$ cat src/sv/rcpc_pkg.sv
// Shared constants, codes and types of the RC pulse capture block.
package rcpc_pkg;

  localparam int CHANNELS = 8;
  localparam int CH_W = (CHANNELS > 1) ? $clog2(CHANNELS) : 1;
  localparam int DIV_STEPS = 16;
  localparam int CNT_W = $clog2(DIV_STEPS);

  typedef enum logic [2:0] {
    REG_CENTER    = 3'd0,
    REG_DIVISOR   = 3'd1,
    REG_DEADBAND  = 3'd2,
    REG_THR_MIN   = 3'd3,
    REG_THR_CHAN  = 3'd4,
    REG_AUX_CHAN  = 3'd5,
    REG_TIMEOUT   = 3'd6
  } cfg_reg_e;

  localparam logic [1:0] STAT_OK       = 2'd0;
  localparam logic [1:0] STAT_THR_LOST = 2'd1;
  localparam logic [1:0] STAT_AUX_LOST = 2'd2;

  localparam logic MODE_EDGE  = 1'b0;
  localparam logic MODE_QUERY = 1'b1;

  typedef struct packed {
    logic        start;
    logic [15:0] dividend;
    logic [7:0]  divisor;
  } div_req_t;

  typedef struct packed {
    logic        done;
    logic [15:0] quotient;
  } div_rsp_t;

  typedef enum logic [2:0] {
    S_IDLE = 3'b001,
    S_DIV  = 3'b010,
    S_FIN  = 3'b100
  } state_t;

endpackage

$ cat src/sv/rcpc_if.sv
// Valid/ready channel interfaces for edge/query items and for results.
interface rcpc_in_if;
  logic        valid;
  logic        ready;
  logic        mode;
  logic [2:0]  channel;
  logic        level;
  logic [15:0] fine_time;
  logic [15:0] coarse_time;

  modport source (output valid, mode, channel, level, fine_time, coarse_time, input ready);
  modport sink (input valid, mode, channel, level, fine_time, coarse_time, output ready);
endinterface

interface rcpc_out_if;
  logic               valid;
  logic               ready;
  logic [2:0]         out_channel;
  logic signed [15:0] value;
  logic [15:0]        raw_width;
  logic [1:0]         status;

  modport source (output valid, out_channel, value, raw_width, status, input ready);
  modport sink (input valid, out_channel, value, raw_width, status, output ready);
endinterface

$ cat src/sv/rc_pulse_capture_failsafe.sv
// Top level of the RC pulse-width capture block with signal-lost failsafe.
// An edge item is taken and gives no result: a rising level stores
// the fine time, a falling level stores the pulse width and stamps the coarse
// time for the throttle and aux-watch channels. A query item checks both
// signal-lost timeouts and, when the signal is present, scales the offset
// width through a bit-serial divider that forms the quotient one bit at a time
// and then moves it to the result register once the result channel is free;
// a lost signal or unused channel skips the divider and goes straight to that step.
// The input is not ready while a query is in work; a finished result waits in
// an output register so the next item can be taken meanwhile.
module rc_pulse_capture_failsafe (
  input  logic        clk,
  input  logic        rst,
  input  logic        cfg_we,
  input  logic [2:0]  cfg_index,
  input  logic [15:0] cfg_data,
  rcpc_in_if.sink     req,
  rcpc_out_if.source  rsp
);
  import rcpc_pkg::*;

  logic [15:0] center_ticks;
  logic [7:0]  divisor;
  logic [7:0]  deadband;
  logic [15:0] throttle_min;
  logic [2:0]  throttle_channel;
  logic [2:0]  aux_watch_channel;
  logic [15:0] lost_timeout;

  logic [15:0] rise_time [CHANNELS];
  logic [15:0] pulse_width [CHANNELS];
  logic [15:0] last_throttle_seen;
  logic [15:0] last_aux_seen;

  state_t state;
  state_t state_next;

  logic [2:0]  q_ch;
  logic [15:0] q_w;
  logic [1:0]  q_status;
  logic        q_thr;
  logic        q_neg;
  logic        q_zero;

  div_req_t div_req;
  div_rsp_t div_rsp;

  logic             take;
  logic             ch_valid;
  logic [CH_W-1:0]  idx;
  logic [15:0]      since_thr;
  logic [15:0]      since_aux;
  logic [1:0]       status_now;
  logic [15:0]      w_now;
  logic             thr_now;
  logic signed [16:0] diff;
  logic [15:0]      mag;
  logic signed [16:0] qs;
  logic signed [16:0] db;
  logic signed [15:0] val_fin;
  logic             out_free;

  assign req.ready = (state == S_IDLE);
  assign take      = req.valid && req.ready;
  assign ch_valid  = 32'(req.channel) < CHANNELS;
  assign idx       = CH_W'(req.channel);
  assign out_free  = !rsp.valid || rsp.ready;

  assign since_thr = req.coarse_time - last_throttle_seen;
  assign since_aux = req.coarse_time - last_aux_seen;
  assign thr_now   = req.channel == throttle_channel;
  assign w_now     = ch_valid ? pulse_width[idx] : 16'd0;

  always_comb begin
    priority if (since_thr > lost_timeout) status_now = STAT_THR_LOST;
    else if (since_aux > lost_timeout)     status_now = STAT_AUX_LOST;
    else                                   status_now = STAT_OK;
  end

  assign diff = $signed({1'b0, w_now}) - $signed({1'b0, thr_now ? throttle_min : center_ticks});
  assign mag  = diff[16] ? 16'(-diff) : diff[15:0];

  assign div_req.start    = take && (req.mode == MODE_QUERY) && ch_valid
                            && (status_now == STAT_OK);
  assign div_req.dividend = mag;
  assign div_req.divisor  = divisor;

  rcpc_div u_div (
    .clk (clk),
    .rst (rst),
    .req (div_req),
    .rsp (div_rsp)
  );

  assign qs = q_neg ? 17'(-$signed({1'b0, div_rsp.quotient}))
                    : $signed({1'b0, div_rsp.quotient});
  assign db = $signed({9'd0, deadband});

  always_comb begin
    priority if (q_zero)                          val_fin = 16'sd0;
    else if (qs > 17'sd32767)                     val_fin = 16'sh7fff;
    else if (qs < -17'sd32768)                    val_fin = 16'sh8000;
    else if (!q_thr && qs < db && qs > -db)       val_fin = 16'sd0;
    else                                          val_fin = qs[15:0];
  end

  always_comb begin
    state_next = state;
    unique case (state)
      S_IDLE: begin
        if (take && req.mode == MODE_QUERY) begin
          state_next = div_req.start ? S_DIV : S_FIN;
        end
      end
      S_DIV: begin
        if (div_rsp.done) begin
          state_next = S_FIN;
        end
      end
      S_FIN: begin
        if (out_free) begin
          state_next = S_IDLE;
        end
      end
      default: state_next = S_IDLE;
    endcase
  end

  always_ff @(posedge clk) begin
    if (rst) begin
      state <= S_IDLE;
      center_ticks      <= 16'd3000;
      divisor           <= 8'd1;
      deadband          <= 8'd0;
      throttle_min      <= 16'd2000;
      throttle_channel  <= 3'd0;
      aux_watch_channel <= 3'd1;
      lost_timeout      <= 16'd20;
      last_throttle_seen <= '0;
      last_aux_seen      <= '0;
      for (int i = 0; i < CHANNELS; i++) begin
        rise_time[i]   <= '0;
        pulse_width[i] <= '0;
      end
      rsp.valid <= 1'b0;
    end else begin
      state <= state_next;
      if (cfg_we) begin
        unique case (cfg_index)
          REG_CENTER:   center_ticks      <= cfg_data;
          REG_DIVISOR:  divisor           <= cfg_data[7:0];
          REG_DEADBAND: deadband          <= cfg_data[7:0];
          REG_THR_MIN:  throttle_min      <= cfg_data;
          REG_THR_CHAN: throttle_channel  <= cfg_data[2:0];
          REG_AUX_CHAN: aux_watch_channel <= cfg_data[2:0];
          REG_TIMEOUT:  lost_timeout      <= cfg_data;
          default: ;
        endcase
      end
      if (take && req.mode == MODE_EDGE && ch_valid) begin
        if (req.level) begin
          rise_time[idx] <= req.fine_time;
        end else begin
          pulse_width[idx] <= req.fine_time - rise_time[idx];
          if (req.channel == throttle_channel) begin
            last_throttle_seen <= req.coarse_time;
          end
          if (req.channel == aux_watch_channel) begin
            last_aux_seen <= req.coarse_time;
          end
        end
      end
      if (state == S_FIN && out_free) begin
        rsp.valid <= 1'b1;
      end else if (rsp.valid && rsp.ready) begin
        rsp.valid <= 1'b0;
      end
    end
  end

  always_ff @(posedge clk) begin
    if (take && req.mode == MODE_QUERY) begin
      q_ch     <= req.channel;
      q_w      <= w_now;
      q_status <= status_now;
      q_thr    <= thr_now;
      q_neg    <= diff[16];
      q_zero   <= !div_req.start;
    end
    if (state == S_FIN && out_free) begin
      rsp.out_channel <= q_ch;
      rsp.value       <= val_fin;
      rsp.raw_width   <= q_w;
      rsp.status      <= q_status;
    end
  end

  a_query_busy: assert property (@(posedge clk) disable iff (rst)
    req.valid && req.ready && req.mode == MODE_QUERY |=> !req.ready)
    else $error("Input ready right after a query transfer.");

  a_lost_zero: assert property (@(posedge clk) disable iff (rst)
    rsp.valid && rsp.status != STAT_OK |-> rsp.value == 16'sd0)
    else $error("Nonzero value reported with a lost signal.");

  a_status_code: assert property (@(posedge clk) disable iff (rst)
    rsp.valid |-> rsp.status <= STAT_AUX_LOST)
    else $error("Undefined status code on the result.");

  a_div_done_state: assert property (@(posedge clk) disable iff (rst)
    div_rsp.done |-> state == S_DIV)
    else $error("Divider finished outside the divide state.");

  a_start_idle: assert property (@(posedge clk) disable iff (rst)
    div_req.start |-> state == S_IDLE)
    else $error("Divider started while a query is in work.");

endmodule

$ cat src/sv/rcpc_div.sv
// Bit-serial restoring divider: 16-bit magnitude by 8-bit divisor, one bit per cycle.
module rcpc_div (
  input  logic              clk,
  input  logic              rst,
  input  rcpc_pkg::div_req_t req,
  output rcpc_pkg::div_rsp_t rsp
);
  import rcpc_pkg::*;

  logic             busy;
  logic             done;
  logic [CNT_W-1:0] cnt;
  logic [15:0]      dvd;
  logic [7:0]       dvs;
  logic [7:0]       rem;
  logic [8:0]       rem_sh;
  logic             fits;

  assign rem_sh = {rem, dvd[15]};
  assign fits   = rem_sh >= {1'b0, dvs};

  always_ff @(posedge clk) begin
    if (rst) begin
      busy <= 1'b0;
      done <= 1'b0;
      cnt  <= '0;
    end else begin
      done <= 1'b0;
      if (req.start) begin
        busy <= 1'b1;
        cnt  <= CNT_W'(DIV_STEPS - 1);
      end else if (busy) begin
        cnt <= cnt - 1'b1;
        if (cnt == '0) begin
          busy <= 1'b0;
          done <= 1'b1;
        end
      end
    end
  end

  always_ff @(posedge clk) begin
    if (req.start) begin
      dvd <= req.dividend;
      dvs <= (req.divisor == 8'd0) ? 8'd1 : req.divisor;
      rem <= '0;
    end else if (busy) begin
      rem <= fits ? 8'(rem_sh - {1'b0, dvs}) : rem_sh[7:0];
      dvd <= {dvd[14:0], fits};
    end
  end

  assign rsp.done     = done;
  assign rsp.quotient = dvd;

endmodule

$ cat src/flat_wrapper.sv
// flat-port wrapper written by rule: the top's interface ports become plain ports
module rc_pulse_capture_failsafe_flat import rcpc_pkg::*;
  (clk, rst, cfg_we, cfg_index, cfg_data, req_valid, req_mode, req_channel, req_level, req_fine_time, req_coarse_time, req_ready, rsp_valid, rsp_out_channel, rsp_value, rsp_raw_width, rsp_status, rsp_ready);
  rcpc_in_if req_i ();
  rcpc_out_if rsp_i ();
  input  logic clk;
  input  logic rst;
  input  logic cfg_we;
  input  logic [2:0] cfg_index;
  input  logic [15:0] cfg_data;
  input wire logic [$bits(req_i.valid)-1:0] req_valid;
  input wire logic [$bits(req_i.mode)-1:0] req_mode;
  input wire logic [$bits(req_i.channel)-1:0] req_channel;
  input wire logic [$bits(req_i.level)-1:0] req_level;
  input wire logic [$bits(req_i.fine_time)-1:0] req_fine_time;
  input wire logic [$bits(req_i.coarse_time)-1:0] req_coarse_time;
  output wire logic [$bits(req_i.ready)-1:0] req_ready;
  output wire logic [$bits(rsp_i.valid)-1:0] rsp_valid;
  output wire logic [$bits(rsp_i.out_channel)-1:0] rsp_out_channel;
  output wire logic [$bits(rsp_i.value)-1:0] rsp_value;
  output wire logic [$bits(rsp_i.raw_width)-1:0] rsp_raw_width;
  output wire logic [$bits(rsp_i.status)-1:0] rsp_status;
  input wire logic [$bits(rsp_i.ready)-1:0] rsp_ready;
  assign req_i.valid = req_valid;
  assign req_i.mode = req_mode;
  assign req_i.channel = req_channel;
  assign req_i.level = req_level;
  assign req_i.fine_time = req_fine_time;
  assign req_i.coarse_time = req_coarse_time;
  assign req_ready = req_i.ready;
  assign rsp_valid = rsp_i.valid;
  assign rsp_out_channel = rsp_i.out_channel;
  assign rsp_value = rsp_i.value;
  assign rsp_raw_width = rsp_i.raw_width;
  assign rsp_status = rsp_i.status;
  assign rsp_i.ready = rsp_ready;
  rc_pulse_capture_failsafe u_core (.clk(clk), .rst(rst), .cfg_we(cfg_we), .cfg_index(cfg_index), .cfg_data(cfg_data), .req(req_i), .rsp(rsp_i));
endmodule
$ cat config.mk
export PLATFORM = sky130hd
export DESIGN_NAME = rc_pulse_capture_failsafe_flat
export DESIGN_NICKNAME = d
export VERILOG_FILES = /design/src/sv/rcpc_pkg.sv /design/src/sv/rcpc_if.sv /design/src/sv/rc_pulse_capture_failsafe.sv /design/src/sv/rcpc_div.sv /design/src/flat_wrapper.sv
export SDC_FILE = /design/constraint.sdc
export NUM_CORES = 1
export LEC_CHECK = 0
export ABC_AREA = 1
export BUFFER_PORTS_ARGS = -buffer_cell sky130_fd_sc_hd__buf_4
export CAP_MARGIN = 25
export CORE_ASPECT_RATIO = 1.4
export CORE_MARGIN = 2
export CORE_UTILIZATION = 45
export CTS_BUF_LIST = sky130_fd_sc_hd__clkbuf_4 sky130_fd_sc_hd__clkbuf_8
export DETAILED_ROUTE_END_ITERATION = 16
export SLEW_MARGIN = 20
export SYNTH_ARGS = -nofsm -noshare
export SYNTH_HDL_FRONTEND = slang
export SYNTH_SLANG_ARGS = --single-unit
$ cat constraint.sdc
create_clock -name clk -period 6.4 [get_ports clk]
set_input_delay 0.96 -clock clk [delete_from_list [all_inputs] [get_ports clk]]
set_output_delay 0.96 -clock clk [all_outputs]
set_load 0.05 [all_outputs]
### Word level (Yosys, flattened, before mapping)

Memories as Yosys holds them, arrays and structs flattened.
Index checks and enable logic that the tools add are counted.
W data, S select, Z words.

| word-level totals | value |
|---|---|
| bits in registers | 205 |
| RAM bits | 256 |
| output and inout port bits | 39 |
| logic and storage cells | 135 |
| memories kept | 2 |

Memory list:

| name | depth | bits a word | read ports | clocked after Yosys merged registers in | write ports | line | RTL |
|---|---|---|---|---|---|---|---|
| u_core.pulse_width | 8 | 16 | 1 | 0 | 8 | rc_pulse_capture_failsafe.sv:31 | `logic [15:0] pulse_width [CHANNELS];` |
| u_core.rise_time | 8 | 16 | 1 | 0 | 8 | rc_pulse_capture_failsafe.sv:30 | `logic [15:0] rise_time [CHANNELS];` |

| operators by class | value |
|---|---|
| $add $sub $neg | 9 |
| magnitude comparators | 7 |
| eq/ne operators | 14 |
| mux-type cells | 40 |
| bitwise logic cells | 3 |
| reductions and logical operators | 32 |

Operators with widths:

| kind | number |
|---|---|
| $mux W16 | 8 |
| $sub A16 B16 Y16 | 3 |
| $gt A16 B16 Y1 | 2 |
| $reduce_or A16 Y1 | 2 |
| $mux W1 | 18 |
| $mux W3 | 6 |
| $gt A17 B16 Y1 const B | 1 |
| $gt A17 B17 Y1 | 1 |
| $lt A17 B16 Y1 const B | 1 |
| $lt A17 B9 Y1 | 1 |
| $mux W17 | 1 |
| $neg A16 Y17 | 1 |
| $neg A8 Y17 | 1 |
| $sub A16 B16 Y17 | 1 |
| $neg A16 Y16 | 1 |
| $mux W15 | 1 |
| $reduce_and A2 Y1 | 7 |
| $eq A3 B3 Y1 const B | 4 |
| $eq A3 B2 Y1 const B | 3 |
| $ge A9 B8 Y1 | 1 |
| $pmux W3 S3 | 1 |
| $reduce_and A3 Y1 | 3 |
| $logic_and A1 B1 Y1 | 8 |
| $logic_not A8 Y1 | 1 |
| other kinds (18) | 28 |

### Depth between registers and ports, before layout

Gate-level depths: netlist of run 1.

| logic depth | value |
|---|---|
| word-level depth | 9 |
| gate-level depth with buffers | 26 |
| mapped depth without buffers | 25 |

### Modules after synthesis

From an unflattened synthesis of run 1, not the netlist that was laid out.

| unflattened totals | value |
|---|---|
| cell total of the unflattened synthesis | 2,653 |
| area, all modules | 24,090.6 um^2 |

Modules (own cells, without submodules):

| module | times used | cells an instance | area an instance (um^2) | sequential area each (um^2) |
|---|---|---|---|---|
| rc_pulse_capture_failsafe | 1 | 2,404 | 22,026.1 | 11,641.2 |
| rcpc_div | 1 | 249 | 2,064.5 | 1,001.0 |

### Worst setup path before layout of run 1

No wires, ideal clock.

| path | value |
|---|---|
| path type | input to register |
| start point | in req_coarse_time[0] |
| end point | reg u_core.u_div.dvd[0] (enable) |
| setup time | 372 ps |
| arrival | 4,181 ps |
| data required time | 6,028 ps |
| path slack | 1,848 ps |
| stages | 19 |
| buffers on the path | 2 |
| cell sequence | inv_1 -> ha_1 -> fa_1 -> inv_1 -> a21oi_1 -> o21ai_0 -> a21boi_0 -> o21ai_0 -> xor2_1 -> inv_1 -> ha_1 -> nand3_1 -> nor3_1 -> nand3_1 -> nand2_1 -> nand3_1 -> buf_2 -> buf_2 -> nand2_1 |

| between the ends | value |
|---|---|
| cells in the longest elaborated chain, start to end | 7 |

Ends and longest elaborated chain:

| element | line | RTL |
|---|---|---|
| start: declaration | flat_wrapper.sv:16 | `input wire logic [$bits(req_i.coarse_time)-1:0] req_coarse_time;` |
| $sub A16 B16 Y16 | rc_pulse_capture_failsafe.sv:70 | `assign since_aux = req.coarse_time - last_aux_seen;` |
| $gt A16 B16 Y1 | rc_pulse_capture_failsafe.sv:76 | `else if (since_aux > lost_timeout) status_now = STAT_AUX_LOST;` |
| $mux W2 | rc_pulse_capture_failsafe.sv:76 |  |
| $mux W2 * | rc_pulse_capture_failsafe.sv:75 | `priority if (since_thr > lost_timeout) status_now = STAT_THR_LOST;` |
| $logic_not A2 Y1 * | rc_pulse_capture_failsafe.sv:84 | `&& (status_now == STAT_OK);` |
| $logic_and A1 B1 Y1 * | rc_pulse_capture_failsafe.sv:84 |  |
| $reduce_bool A2 Y1 (no source line) * | n/a |  |
| end signal: assignment | rcpc_div.sv:44 | `dvd <= req.dividend;` |
| end signal: assignment | rcpc_div.sv:49 | `dvd <= {dvd[14:0], fits};` |
| end: declaration | rcpc_div.sv:13 | `logic [15:0] dvd;` |

Every way passes the cells marked *; elsewhere a longest branch is shown, timed or not.
A chain may end at the register's enable or synchronous reset.

### Worst setup path in the final report of run 1

| path | value |
|---|---|
| start point | in req_coarse_time[2] |
| end point | reg u_core.u_div.dvd[1] (enable) |

The elaborated chain is that of the path after synthesis.

==> results of run 1 <==
cells in the final DEF, fill, tap and decap left out, types with 19 or more instances in the layout:
master / instances
inv_1: 287
nor3_1: 24
edfxtp_1: 341
buf_4: 115
a21oi_1: 164
ha_1: 130
a221oi_1: 31
nand2_2: 19
nor2_1: 418
nand4_1: 40
a22oi_1: 36
clkbuf_8: 81
nand2_1: 426
dfxtp_1: 120
xor2_1: 48
xnor2_1: 25
o21ai_0: 150
clkbuf_4: 25
nand3_1: 90
a22o_1: 28
how the worst min path moves through the flow:
stage | slack [ns] | end
after floorplan | 0.40 | u_core.rsp.out_channel[0]
after global placement | 0.40 | u_core.rsp.out_channel[0]
after detailed placement | 0.40 | u_core.rsp.raw_width[5]
after CTS | 0.40 | u_core.rsp.raw_width[4]
after global routing | 0.43 | u_core.rsp.raw_width[1]
final | 0.41 | u_core.rsp.raw_width[4]
cell type report:
cell class | count | share of cell area
diodes | 1 | 0.00009302
clock buffers | 106 | 0.04842
clock inverters | 27 | 0.009907
inverters | 300 | 0.04186
multi-input cells | 1736 | 0.3627
flip-flops and latches | 461 | 0.4700
well taps | 714 | 0.03321
repair buffers | 117 | 0.03386
stage by stage:
stage          hold slack (ns)    util  setup slack (ns)  instance area, um2
4_1_cts                 0.4046  0.5089             1.979               26870
5_1_grt                 0.4275  0.5095             1.592               26900
2_1_floorplan           0.4003       -             1.848               23910
3_3_place_gp            0.4011  0.4792             1.353               25300
6_report                0.4072  0.5095             1.952               26900
3_5_place_dp            0.4045  0.4792             1.313               25300
cell families (layout without fill, tap and decap cells):
logic type	count (synthesis)	after routing	synth area share
buf+inv	396	550	0.06474
flops	461	461	0.5288
fa+ha+maj	135	135	0.07223
mux	14	14	0.005862
simple gates	1056	1056	0.1863
compound gates	456	456	0.1135
xor+xnor	75	75	0.02858
other cells	0	1	0
metal layers:
| metal | vias up | GRT usage | wire length, um |
|---|---|---|---|
| met3 | 182 | 0.03495 | 3437 |
| met4 | 0 | 0.1284 | 3403 |
| met5 | - | 0 | 0 |
| li1 | 9022 | - | - |
| met2 | 576 | 0.4532 | 35430 |
| met1 | 8886 | 0.2719 | 25360 |
worst max-delay path, cell delays in order:
cell and delay, ns:
buf_4 0.13, ha_1 0.33, inv_1 0.09, nor4_1 0.30, nor2_1 0.14, o21ai_0 0.30, a31oi_1 0.18, o21ai_0 0.22
xor2_1 0.20, ha_1 0.27, a21oi_1 0.15, o21a_1 0.13, nor2_1 0.04, a31oi_1 0.14, nand3_1 0.09, nand2_1 0.16
nand3_1 0.10, buf_4 0.25, nand2_1 0.51
power groups by stage:
stage | registers, mW | clock network [mW] | logic [mW]
6_report | 3.46 | 2.71 | 1.56
5_1_grt | 3.47 | 2.89 | 1.74
4_1_cts | 3.46 | 2.76 | 1.56
3_5_place_dp | 3.52 | 0 | 1.55
3_3_place_gp | 3.52 | 0 | 1.53
2_1_floorplan | 3.55 | 0 | 1.05
==> metrics, run 1 <==
worst-skew pair later-pin latency=0.66 ns; WHS Path Cells=0; DR vias=18670; 1st-iter DRT viols=1086; sequential fraction of the synthesis area=0.5288; Max IR drop VDD=183.8 uV; drt pass-1 iters=8; multi-input logic area=9757 um2; Vias/cell=5.392; Die Width=198.8 um; WP data required=6.67 ns; DP Cell Count=3327; reg2reg end=u_core.u_div.dvd[1]; final wirelength=67.64 mm; post-synthesis cell count=2593; Starting Density=0.4528; vias in the first global route=18820; fin cells=3462; top-area cell type share of the netlist area=0.4283; Sw Pwr=2.338 mW; Ports=100; post-synthesis net count=2789; Top Registers=u_core.pulse_width x128, u_core.rise_time x128; largest area contributor in the netlist=edfxtp_1; Worst slew margin=0.3022; Worst Hold Launch=u_core.q_w[4]; switching power share of the total=0.3023; placer congestion estimate=0.9274; Final setup viols=0; P_leak=11.46 nW; Int Power=5.394 mW; MaxCap Viol Count=0; I/O Buffers=99; total track usage=0.2464; drt wl/cell=19.54 um; outcome=finished, final reports clean; Post-CTS Setup Repair Bufs=0; unrepaired setup endpoints after global routing=no; die height=276.7 um; DRC=0; sequential cell area=12640 um2; Core ar.=52800 um2; total CTS buffers=74; clock root cell=clkbuf_8; top_reg_cell synth=edfxtp_1; cts hold-fix bufs=0; fin crit share=0.6951; fin. max-slew vios=0; Final #Nets=2886; fmax=0.2248 GHz; fillers=4967; R2R Setup Slk=2.04 ns; combinational power share=0.202; average size of a mapped cell=9.220 um2; skew final=0.03022 ns; YS warnings=0; critical path class=in2reg; Least-Margin Pin Slew=1.039 ns; final hold vios=0; Reg2Reg Launch Point=u_core.last_aux_seen[2]; Cell Area, Synth=23910 um2; startpoint types=input port; Clock power frac=0.351; crit path time final=4.448 ns; num rows=100; crit path to=u_core.u_div.dvd[1]; Die Area=55010 um2; synth top area cells=edfxtp_1, dfxtp_1, ha_1, nand2_1, nor2_1; R2R cell count=19; clock buffer depth=3; FFs w/ async S/R, synth=0; Reg clk slew, reported paths=0.06 ns; CP Launch Point=req_coarse_time[2]; CP arrival=4.72 ns; post-CTS resize count=0; nature of the critical path endpoint=register; final antenna-violating net count=0; H-tree depth=3; first-pass GRT wire length=103.2 mm; crit path max fanout=29; Reg power frac=0.447; Unique masters post-synth=54; share of layout cells above drive strength 1=0.1081; worst min path class=reg2reg; EDFF count, synth=341; largest net degree at the start of global routing=90; clock sink total=461; Pwr Total=7.732 mW; global route overflow=0; Synth Register Bits=461; Final TNS setup=0 ns; commonest cells in the netlist=nand2_1, nor2_1, edfxtp_1; P per Cell Area=287.4 nW/um2; dpl hpwl=46.79 mm; most common cell in the netlist=nand2_1; CTS tree=built; initial antenna violation count=1; area grow syn2layout=12.52%
(Power assumes the default switching activity.)
==> inputs of run 2 (changes only) <==
Clock period 6.4 ns to 3.8 ns, I/O delays scaled along.
==> run 2 against run 1 <==
  * Utilization is 3.9 points higher
  * Count of clock-buffer cells in the layout is 2 lower
  * Sequential share of layout area is 3.3 points lower
  * Critical endpoint is now u_core.rsp.value[8]
==> metrics, run 2 (same netlist as run 1, synthesis figures left out) <==
CP arrival=4.00 ns; H-tree depth=3; Reg power frac=0.434; P_leak=12.65 nW; dpl hpwl=50.91 mm; total track usage=0.2519; Final setup viols=0; critical path class=reg2reg; placer congestion estimate=0.9331; cts hold-fix bufs=0; total CTS buffers=77; Worst slew margin=0.3539; die height=276.7 um; initial antenna violation count=3; fin cells=3699; Pwr Total=13.41 mW; Final TNS setup=0 ns; switching power share of the total=0.3068; worst-skew pair later-pin latency=0.69 ns; Core ar.=52800 um2; final wirelength=68.56 mm; P per Cell Area=462.9 nW/um2; clock buffer depth=3; fin crit share=0.9372; clock sink total=461; Clock power frac=0.334; Sw Pwr=4.113 mW; Max IR drop VDD=304.6 uV; Reg clk slew, reported paths=0.06 ns; I/O Buffers=99; crit path time final=3.562 ns; Least-Margin Pin Slew=0.9669 ns; Critical Path, Cell by Cell=inv_1 > ha_1 > nand3_2 > o21ai_4 > buf_4 > xor2_1 > ha_1 > a21oi_1 > nor2_1 > nor3_1 > nand2_1 > nand2_1 > nand3_1 > a21oi_1 > nor2_1 > nand2_4 > nand2_1 > a21oi_1; most frequent cells in the layout=nand2_1, nor2_1, edfxtp_1, buf_4, inv_1; drt wl/cell=18.53 um; Worst path max stage delay=0.43 ns; final hold vios=0; area grow syn2layout=21.16%; worst setup margin=0.2385 ns; most common cell after layout, fill and taps aside=nand2_1; MaxCap Viol Count=0; vias in the first global route=19800; DP Cell Count=3555; Die Area=55010 um2; Post-Place Setup Slack=-0.3510 ns; crit path max fanout=15; fin. max-slew vios=0; Vias/cell=5.241; fmax=0.2808 GHz; worst min path class=in2reg; first-pass GRT wire length=106.4 mm; Final #Nets=3120; CTS tree=built; drt pass-1 iters=6; 1st-iter DRT viols=1060; DRC=0; Starting Density=0.4528; share of layout cells above drive strength 1=0.1848; WP data required=4.24 ns; final antenna-violating net count=0; nature of the critical path endpoint=register; clock root cell=clkbuf_8; Int Power=9.294 mW; largest net degree at the start of global routing=79; startpoint types=register; skew final=0.03869 ns; combinational power share=0.232; slowest stage cell, crit path=edfxtp_1; Ports=100; Top Registers=u_core.pulse_width x128, u_core.rise_time x128; global route overflow=0; DR vias=19390; Die Width=198.8 um; outcome=finished, final reports clean; num rows=100
run 2: changes by cell type in the layout (fill, tap and decap cells not counted), sizes merged, moves of 2 or more:
| cell | change |
|---|---|
| bufinv | -3 |
| clkbuf | -2 |
| diode | +2 |
| clkinvlp | +4 |
| clkinv | +6 |
| buf | +230 |
run 2: stage by stage:
stage               hold slack, ns  area [um2]  utilization
detailed placement          0.4045       27230       0.5157
global placement            0.4024       27230       0.5157
finish                      0.1512       28970       0.5486
global route                0.1540       28960       0.5485
CTS                         0.1132       28780       0.5450
floorplan                   0.4003       23930            -
run 2: final cells by class:
| class | count | area (um2) |
|---|---|---|
| clock buffer | 104 | 1313 |
| timing repair buffer | 347 | 2834 |
| clock inverter | 33 | 234.0 |
| inverter | 300 | 1126 |
| fill | 4833 | 23840 |
| tap | 714 | 893.4 |
| sequential | 461 | 12640 |
| antenna | 3 | 7.507 |
| multi-input combinational | 1737 | 9915 |
run 2: what timing repair did:
action / 4_1_cts / 5_1_grt
setup endpoints to repair: 0 / 54
gates resized for setup: 0 / 34
setup buffers: 0 / 3
run 2: layer usage:
metal	track usage	routed length (um)	vias to the layer above
met1	0.2734	25540	9169
met5	0	0	-
met3	0.03361	3375	176
met2	0.4626	35760	554
li1	-	-	9489
met4	0.1468	3876	0
run 2: critical path, delay by kind of cell, from the launching register on:
family	cells	cell delay, ns
XOR/XNOR	1	0.28
AND/OR/NAND/NOR	9	0.88
AO/OA/AOI/OAI	4	0.95
buffers and inverters	2	0.29
adder cells (fa/ha/maj)	2	0.50
flip-flops	1	0.43
run 2: power by group through the flow:
| stage | sequential [mW] | clock [mW] | combinational [mW] |
|---|---|---|---|
| after global placement | 5.92 | 0 | 3.03 |
| after global routing | 5.84 | 4.76 | 3.45 |
| after detailed placement | 5.92 | 0 | 3.08 |
| final | 5.82 | 4.47 | 3.11 |
| after CTS | 5.82 | 4.56 | 3.09 |
| after floorplan | 5.97 | 0 | 1.77 |
run 2: final timing paths:
path,end,cells after the start,startpoint,slack (ns)
worst min-delay path,u_core.throttle_min[8],3,cfg_data[8],0.15
worst max register to register,u_core.rsp.value[8],18,u_core.u_div.dvd[0],0.24
worst max-delay path,u_core.rsp.value[8],18,u_core.u_div.dvd[0],0.24
worst min register to register,u_core.rsp.out_channel[0],0,u_core.q_ch[0],0.42
